===== config.mk =====
export PLATFORM = sky130hd
export DESIGN_NAME = two_queue_priority_scheduler
export DESIGN_NICKNAME = d
export VERILOG_FILES = /design/src/hw/rtl/sqs_pkg.sv /design/src/hw/rtl/sqs_cell.sv /design/src/hw/rtl/sqs_queue.sv /design/src/hw/rtl/two_queue_priority_scheduler.sv
export SDC_FILE = /design/constraint.sdc
export NUM_CORES = 2
export LEC_CHECK = 0
export ABC_AREA = 0
export BUFFER_PORTS_ARGS = -buffer_cell sky130_fd_sc_hd__buf_4
export CAP_MARGIN = 20
export CORE_ASPECT_RATIO = 0.9
export CORE_MARGIN = 2
export CORE_UTILIZATION = 50
export CTS_CLUSTER_SIZE = 28
export DETAILED_ROUTE_END_ITERATION = 8
export PLACE_DENSITY = 0.65
export SYNTH_ARGS = -nofsm -noshare
export SYNTH_HDL_FRONTEND = slang
export SYNTH_SLANG_ARGS = --single-unit

===== constraint.sdc =====
create_clock -name clk -period 9.04 [get_ports clk]
set_input_delay 1.808 -clock clk [delete_from_list [all_inputs] [get_ports clk]]
set_output_delay 1.808 -clock clk [all_outputs]
set_load 0.03 [all_outputs]

===== src/hw/rtl/sqs_pkg.sv =====
`timescale 1ns / 1ps

package sqs_pkg;

    localparam int QUEUE_DEPTH = 64;
    localparam int CNT_W       = $clog2(QUEUE_DEPTH + 1);
    localparam int PRIO_W      = 9;
    localparam int CPLX_W      = 5;
    localparam int ATT_W       = 4;
    localparam int MAX_CPLX    = 20;

    typedef enum logic [2:0] {
        EV_IDLE       = 3'd0,
        EV_DISPATCHED = 3'd1,
        EV_RUNNING    = 3'd2,
        EV_FINISHED   = 3'd3,
        EV_REQUEUED   = 3'd4,
        EV_DROPPED    = 3'd5
    } event_t;

    typedef enum logic {
        ST_IDLE = 1'b0,
        ST_EXEC = 1'b1
    } state_t;

    // One operation per cycle on a queue: insert a value or pop the head.
    typedef struct packed {
        logic              ins;
        logic              pop;
        logic [PRIO_W-1:0] value;
    } q_op_t;

    typedef struct packed {
        logic [PRIO_W-1:0] head;
        logic [CNT_W-1:0]  count;
        logic [CNT_W-1:0]  count_next;
        logic              full;
        logic              empty;
    } q_stat_t;

endpackage


===== src/hw/rtl/sqs_cell.sv =====
`timescale 1ns / 1ps

module sqs_cell
    import sqs_pkg::*;
(
    input  logic              clk,
    input  logic              occ,
    input  q_op_t             op,
    input  logic              left_take,
    input  logic [PRIO_W-1:0] left_val,
    input  logic [PRIO_W-1:0] right_val,
    output logic              take,
    output logic [PRIO_W-1:0] val
);

    logic [PRIO_W-1:0] val_reg;
    logic [PRIO_W-1:0] val_next;

    // The queue is ascending from the head, so the cells that take part in an
    // insert form one contiguous run up to the tail. An empty cell always takes.
    assign take = !occ || (val_reg >= op.value);

    always_comb
    begin
        val_next = val_reg;
        if (op.ins)
        begin
            if (take)
            begin
                val_next = left_take ? left_val : op.value;
            end
        end
        else if (op.pop)
        begin
            val_next = right_val;
        end
    end

    always_ff @(posedge clk)
    begin
        val_reg <= val_next;
    end

    assign val = val_reg;

endmodule


===== src/hw/rtl/sqs_queue.sv =====
`timescale 1ns / 1ps

module sqs_queue
    import sqs_pkg::*;
(
    input  logic    clk,
    input  logic    rst_n,
    input  q_op_t   op,
    output q_stat_t stat
);

    logic [PRIO_W-1:0]      val [QUEUE_DEPTH];
    logic [QUEUE_DEPTH-1:0] take;
    logic [QUEUE_DEPTH-1:0] occ;
    logic [CNT_W-1:0]       count_reg;
    logic [CNT_W-1:0]       count_next;

    for (genvar g = 0; g < QUEUE_DEPTH; g++)
    begin : g_cell
        logic              lt;
        logic [PRIO_W-1:0] lv;
        logic [PRIO_W-1:0] rv;

        assign occ[g] = (CNT_W'(g) < count_reg);

        if (g == 0)
        begin : g_first
            assign lt = 1'b0;
            assign lv = '0;
        end
        else
        begin : g_mid
            assign lt = take[g-1];
            assign lv = val[g-1];
        end

        if (g == QUEUE_DEPTH - 1)
        begin : g_last
            assign rv = val[g];
        end
        else
        begin : g_inner
            assign rv = val[g+1];
        end

        sqs_cell u_cell (
            .clk       (clk),
            .occ       (occ[g]),
            .op        (op),
            .left_take (lt),
            .left_val  (lv),
            .right_val (rv),
            .take      (take[g]),
            .val       (val[g])
        );
    end

    always_comb
    begin
        count_next = count_reg;
        if (op.ins)
        begin
            count_next = count_reg + CNT_W'(1);
        end
        else if (op.pop)
        begin
            count_next = count_reg - CNT_W'(1);
        end
    end

    always_ff @(posedge clk or negedge rst_n)
    begin
        if (!rst_n)
        begin
            count_reg <= '0;
        end
        else
        begin
            count_reg <= count_next;
        end
    end

    assign stat.head       = val[0];
    assign stat.count      = count_reg;
    assign stat.count_next = count_next;
    assign stat.full       = (count_reg == CNT_W'(QUEUE_DEPTH));
    assign stat.empty      = (count_reg == '0);

endmodule


===== src/hw/rtl/two_queue_priority_scheduler.sv =====
// A transaction's arrival insert runs in the idle state and its dispatch or requeue on
// the same cell chains in the exec state, which waits while a prior result is unread and
// registers the result; no new transaction is taken until the exec state is done.
// A new transaction may be accepted while the previous result still waits at the output.
// Reset clears the queue counts, the running job and the handshake state; the queue cells
// themselves are not cleared and are only read below the count.
`timescale 1ns / 1ps

module two_queue_priority_scheduler
    import sqs_pkg::*;
(
    input  logic              clk,
    input  logic              rst_n,
    input  logic              in_valid,
    output logic              in_ready,
    input  logic              arrive_valid,
    input  logic              arrive_queue,
    input  logic [PRIO_W-1:0] arrive_priority,
    input  logic [CPLX_W-1:0] new_complexity,
    input  logic              finish_now,
    output logic              out_valid,
    input  logic              out_ready,
    output logic [2:0]        event_res,
    output logic              arrival_dropped,
    output logic [PRIO_W-1:0] job_priority,
    output logic              job_queue,
    output logic [CPLX_W-1:0] job_complexity,
    output logic [6:0]        count_one,
    output logic [6:0]        count_two
);

    state_t            state_reg, state_next;
    logic              in_fire;
    logic              exec_go;

    logic [CPLX_W-1:0] nc_reg;
    logic              fin_reg;
    logic              drop_reg;

    logic [PRIO_W-1:0] run_prio_reg, run_prio_next;
    logic              run_queue_reg, run_queue_next;
    logic [CPLX_W-1:0] run_cplx_reg, run_cplx_next;
    logic [ATT_W-1:0]  attempt_reg, attempt_next;

    logic              out_valid_reg;
    event_t            ev_reg, ev_next;
    logic              od_reg;
    logic [PRIO_W-1:0] jp_reg, jp_next;
    logic              jq_reg, jq_next;
    logic [CPLX_W-1:0] jc_reg, jc_next;
    logic [6:0]        c1_reg;
    logic [6:0]        c2_reg;

    q_op_t             op1, op2;
    q_op_t             ex1, ex2;
    q_stat_t           st1, st2;
    logic [CPLX_W-1:0] nc_clamped;
    logic              take_one;

    // Next state.
    always_comb
    begin
        state_next = state_reg;
        case (state_reg)
            ST_IDLE:
            begin
                if (in_fire)
                begin
                    state_next = ST_EXEC;
                end
            end
            ST_EXEC:
            begin
                if (!out_valid_reg || out_ready)
                begin
                    state_next = ST_IDLE;
                end
            end
            default:
            begin
                state_next = ST_IDLE;
            end
        endcase
    end

    // Handshake outputs of the state machine.
    always_comb
    begin
        in_ready = 1'b0;
        exec_go  = 1'b0;
        case (state_reg)
            ST_IDLE:
            begin
                in_ready = 1'b1;
            end
            ST_EXEC:
            begin
                exec_go = !out_valid_reg || out_ready;
            end
            default:
            begin
                in_ready = 1'b0;
            end
        endcase
    end

    assign in_fire = in_valid && in_ready;

    always_comb
    begin
        if (nc_reg == '0)
        begin
            nc_clamped = CPLX_W'(1);
        end
        else if (nc_reg > CPLX_W'(MAX_CPLX))
        begin
            nc_clamped = CPLX_W'(MAX_CPLX);
        end
        else
        begin
            nc_clamped = nc_reg;
        end
    end

    assign take_one = st2.empty || (!st1.empty && (st1.head <= st2.head));

    // Exec state of a transaction: dispatch, or advance, finish or requeue the running job.
    always_comb
    begin
        ex1            = '0;
        ex2            = '0;
        ex1.value      = run_prio_reg;
        ex2.value      = run_prio_reg;
        run_prio_next  = run_prio_reg;
        run_queue_next = run_queue_reg;
        run_cplx_next  = run_cplx_reg;
        attempt_next   = attempt_reg;
        ev_next        = EV_IDLE;
        jp_next        = '0;
        jq_next        = 1'b0;
        jc_next        = '0;
        if (run_cplx_reg == '0)
        begin
            if (!st1.empty || !st2.empty)
            begin
                ex1.pop        = take_one;
                ex2.pop        = !take_one;
                run_prio_next  = take_one ? st1.head : st2.head;
                run_queue_next = !take_one;
                run_cplx_next  = nc_clamped;
                attempt_next   = '0;
                ev_next        = EV_DISPATCHED;
                jp_next        = run_prio_next;
                jq_next        = run_queue_next;
                jc_next        = nc_clamped;
            end
        end
        else
        begin
            jp_next = run_prio_reg;
            jq_next = run_queue_reg;
            jc_next = run_cplx_reg;
            if (fin_reg)
            begin
                ev_next       = EV_FINISHED;
                run_cplx_next = '0;
                attempt_next  = '0;
            end
            else if (CPLX_W'(attempt_reg) < (run_cplx_reg >> 1))
            begin
                ev_next      = EV_RUNNING;
                attempt_next = attempt_reg + ATT_W'(1);
            end
            else
            begin
                run_cplx_next = '0;
                attempt_next  = '0;
                ev_next       = EV_REQUEUED;
                // A job from a full queue one falls back to queue two.
                if (!run_queue_reg && !st1.full)
                begin
                    ex1.ins = 1'b1;
                end
                else if (!st2.full)
                begin
                    ex2.ins = 1'b1;
                end
                else
                begin
                    ev_next = EV_DROPPED;
                end
            end
        end
    end

    always_comb
    begin
        op1 = '0;
        op2 = '0;
        if (in_fire)
        begin
            op1.ins   = arrive_valid && !arrive_queue && !st1.full;
            op1.value = arrive_priority;
            op2.ins   = arrive_valid && arrive_queue && !st2.full;
            op2.value = arrive_priority;
        end
        else if (exec_go)
        begin
            op1 = ex1;
            op2 = ex2;
        end
    end

    sqs_queue u_queue_one (
        .clk   (clk),
        .rst_n (rst_n),
        .op    (op1),
        .stat  (st1)
    );

    sqs_queue u_queue_two (
        .clk   (clk),
        .rst_n (rst_n),
        .op    (op2),
        .stat  (st2)
    );

    always_ff @(posedge clk or negedge rst_n)
    begin
        if (!rst_n)
        begin
            state_reg     <= ST_IDLE;
            out_valid_reg <= 1'b0;
            run_prio_reg  <= '0;
            run_queue_reg <= 1'b0;
            run_cplx_reg  <= '0;
            attempt_reg   <= '0;
        end
        else
        begin
            state_reg <= state_next;
            if (exec_go)
            begin
                out_valid_reg <= 1'b1;
                run_prio_reg  <= run_prio_next;
                run_queue_reg <= run_queue_next;
                run_cplx_reg  <= run_cplx_next;
                attempt_reg   <= attempt_next;
            end
            else if (out_ready)
            begin
                out_valid_reg <= 1'b0;
            end
        end
    end

    always_ff @(posedge clk)
    begin
        if (in_fire)
        begin
            nc_reg   <= new_complexity;
            fin_reg  <= finish_now;
            drop_reg <= arrive_valid && (arrive_queue ? st2.full : st1.full);
        end
        if (exec_go)
        begin
            ev_reg <= ev_next;
            od_reg <= drop_reg;
            jp_reg <= jp_next;
            jq_reg <= jq_next;
            jc_reg <= jc_next;
            c1_reg <= 7'(st1.count_next);
            c2_reg <= 7'(st2.count_next);
        end
    end

    assign out_valid       = out_valid_reg;
    assign event_res       = ev_reg;
    assign arrival_dropped = od_reg;
    assign job_priority    = jp_reg;
    assign job_queue       = jq_reg;
    assign job_complexity  = jc_reg;
    assign count_one       = c1_reg;
    assign count_two       = c2_reg;

    a_count_one_bound: assert property (@(posedge clk) disable iff (!rst_n)
        st1.count <= CNT_W'(QUEUE_DEPTH))
        else $error("queue one count above depth");

    a_count_two_bound: assert property (@(posedge clk) disable iff (!rst_n)
        st2.count <= CNT_W'(QUEUE_DEPTH))
        else $error("queue two count above depth");

    a_attempt_bound: assert property (@(posedge clk) disable iff (!rst_n)
        CPLX_W'(attempt_reg) <= (run_cplx_reg >> 1))
        else $error("attempt count above half the complexity");

    a_cplx_bound: assert property (@(posedge clk) disable iff (!rst_n)
        run_cplx_reg <= CPLX_W'(MAX_CPLX))
        else $error("running complexity out of range");

    a_one_op: assert property (@(posedge clk) disable iff (!rst_n)
        !(op1.ins && op1.pop) && !(op2.ins && op2.pop))
        else $error("insert and pop on one queue in the same cycle");

    a_exec_result: assert property (@(posedge clk) disable iff (!rst_n)
        exec_go |=> out_valid_reg && (state_reg == ST_IDLE))
        else $error("result not presented after execution cycle");

endmodule

==> impl_metrics.csv <==
group,metric,value,unit
min_path,hold_path_class,"register to register",
floorplanning,start_util,50.4,%
cells_and_area,final_cells,10800,
timing,finalHoldViolCount,0,
clock_network,cts_resized,0,
floorplanning,dieArea,0.176,mm^2
setup_path,end_kind,"register",
power,powerDensity,416,mW/mm^2
setup_path,critPathMaxStageDelay,980,ps
setup_path,path_cells,"buf_4 > nand2b_1 > nand2_1 > inv_2 > a22o_4 > inv_6 > buf_12 > ha_1 > a21o_1 > a21oi_1 > o21ai_0 > a311oi_2 > mux2i_1 > o21ai_0",
synth,syn_area,0.0863,mm^2
synth,ys_seq_elements,1227,
cells_and_area,final_common_cell,"nand2_1",
clock_network,cts_tree,"built",
clock_network,hold_buffers,0,
placement,dpl.hpwl,187,mm
timing,period_needed,6130,ps
clock_network,cts_max_level,4,
drt,drt-initial-drc-count,8017,
setup_path,critPathArrivalTime,6620,ps
synth,yosys_warnings,0,
clock_network,clock-sinks,1227,
cells_and_area,area_growth,8.65,%
floorplanning,dieHeight,398,um
synth,ys.flop_type,"edfxtp_1",
drt,drc,0,
floorplanning,die_w,442,um
clock_network,clockRootBuffer,"clkbuf_16",
floorplanning,fp.coreArea,0.171,mm^2
floorplanning,rows,144,
status,outcome,"finished clean",
synth,netlist.area_leader.share,41.5,%
timing,maxSlewViolCount,0,
power,vdd_ir_drop_max,0.000223,V
drt,first_pass_iters,6,
synth,synth_nets,9727,
timing,setup_viol,0,
synth,syn_inst,8535,
setup_path,cp_slowest_cell,"a311oi_2",
placement,dpl.cell_count,10500,
setup_path,crit_required,9530,ps
global_routing,overflow,0,
clock_network,cts.path.max_buffers,3,
global_routing,grt_pass1_wl,426,mm
placement,portBuffers,55,
timing,whs,421,ps
global_routing,antenna_found_initial,6,
drt,via_per_inst,6.53,
timing,rsz0062_at_grt,"false",
cells_and_area,nNetsFinal,9599,
setup_path,crit_path_max_fanout,59,
timing,finClkSkew,42.5,ps
clock_network,postCtsSetupRepairBufs,0,
placement,gp_congestion,0.939,
power,p_leak,0.0387,uW
cells_and_area,utilization,54.7,%
clock_network,clk_pin_slew_worst_paths,60,ps
setup_path,cp-start-kind,"primary input",
synth,yosysSeqAreaShare,42.5,%
synth,synth.avg_cell_area,10.1,um^2
synth,yosysUniqueCellTypes,72,
synth,synth_largest_area_cell,"edfxtp_1",
drt,wire_per_inst,26.2,um
synth,async_flop_share,2.85,%
floorplanning,ioPinCount,56,
drt,num_vias,70300,
job,cap_violations,0,
setup_path,worst-r2r-setup-slack,3540,ps
clock_network,cts-buffers-inserted,142,
drt,drtAntennaViolNets,0,
setup_path,path_class,"primary input to register",
cells_and_area,layout_common_cells,"nand2_1, edfxtp_1, ha_1",
min_path,holdPathStages,0,
synth,synth_edf_count,1192,
global_routing,grt_pass1_vias,68900,
power,total_power,39000,uW
clock_network,clk_latency,800,ps
cells_and_area,drive_gt1_share,6.61,%
global_routing,grt_start_max_net_pins,178,
setup_path,cpMostUsedCell,"o21ai_0",
timing,setup_tns,0,ps
timing,fmax,163,MHz
timing,tightest_slew,1260,ps
timing,fin_crit_sh,67.8,%
drt,drt_wl_total,282,mm
setup_path,r2r_cells,11,
global_routing,track_usage,31.3,%
timing,maxSlewHeadroom,15.5,%
synth,synth_area_leaders,"edfxtp_1, ha_1, mux2i_1",
[worst paths after layout]
kind	from	end
hold / removal	drop_reg	arrival_dropped
min in group asynchronous	rst_n	u_queue_one.count_reg[2]
max in group asynchronous	rst_n	run_cplx_reg[1]
setup / recovery	out_ready	u_queue_one.g_cell[41].u_cell.val[2]
hold reg to reg	drop_reg	arrival_dropped
setup reg to reg	u_queue_two.count_reg[1]	u_queue_two.g_cell[53].u_cell.val[5]
[through the flow]
| stage | instance area (um^2) | setup slack, ps |
|---|---|---|
| after global placement | 89000 | 2030 |
| final | 93800 | 2910 |
| after global routing | 93800 | 2770 |
| after CTS | 93600 | 2710 |
| after detailed placement | 89200 | 1870 |
| after floorplan | 86300 | 152 |
[logic make-up (layout without fill, tap and decap cells)]
kind of cell / Yosys count / in the layout / share of synthesized area, %
simple gates: 2408 / 2408 / 12.5
other cells: 0 / 3 / 0
mux: 709 / 709 / 8.25
flops: 1227 / 1227 / 42.5
fa+ha+maj: 1171 / 1171 / 17.0
xor+xnor: 14 / 14 / 0.142
compound gates: 2278 / 2278 / 16.2
buf+inv: 728 / 704 / 3.49
[where the power goes]
part | internal, uW | leakage (uW) | switching [uW]
clock network | 3250 | 0.00217 | 2470
logic | 7600 | 0.0251 | 13500
registers | 9950 | 0.0114 | 2250
[layout make-up]
type / count / area [um^2]
clock inverter: 66 / 504
clock buffer: 182 / 3920
fill: 15000 / 77600
timing repair buffer: 287 / 2330
sequential: 1227 / 36700
multi-input combinational: 6580 / 46800
antenna: 3 / 7.51
tap: 2263 / 2830
inverter: 169 / 682
[routing by layer]
layer / up-vias / global-route usage (%) / wire (um) / part of all wire [%]
li1: 32000 / - / - / -
met1: 34300 / 42.3 / 118000 / 42
met2: 3327 / 49.1 / 127000 / 45
met3: 696 / 4.85 / 23700 / 8.4
met4: 8 / 14.9 / 13900 / 4.9
met5: - / 0 / 68 / 0.024
[synthesized netlist by cell type, drive strengths merged (42+ instances only)]
master / number
a211oi: 75
a21o: 157
a21oi: 350
and4: 44
buf: 237
clkbuf: 322
edfxtp: 1192
ha: 1171
inv: 169
mux2i: 691
nand2: 1449
nand2b: 86
nand3: 441
nand4: 84
nor2: 110
nor2b: 108
o211ai: 367
o21ai: 1022
o221ai: 42
[worst max-delay path, delay by kind of cell]
kind / cells / cell delay (ps)
fa+ha+maj: 1 / 350
simple gates: 2 / 560
compound gates: 6 / 2040
mux: 1 / 270
buf+inv: 4 / 1500
Power figures use the tool's default switching activity.
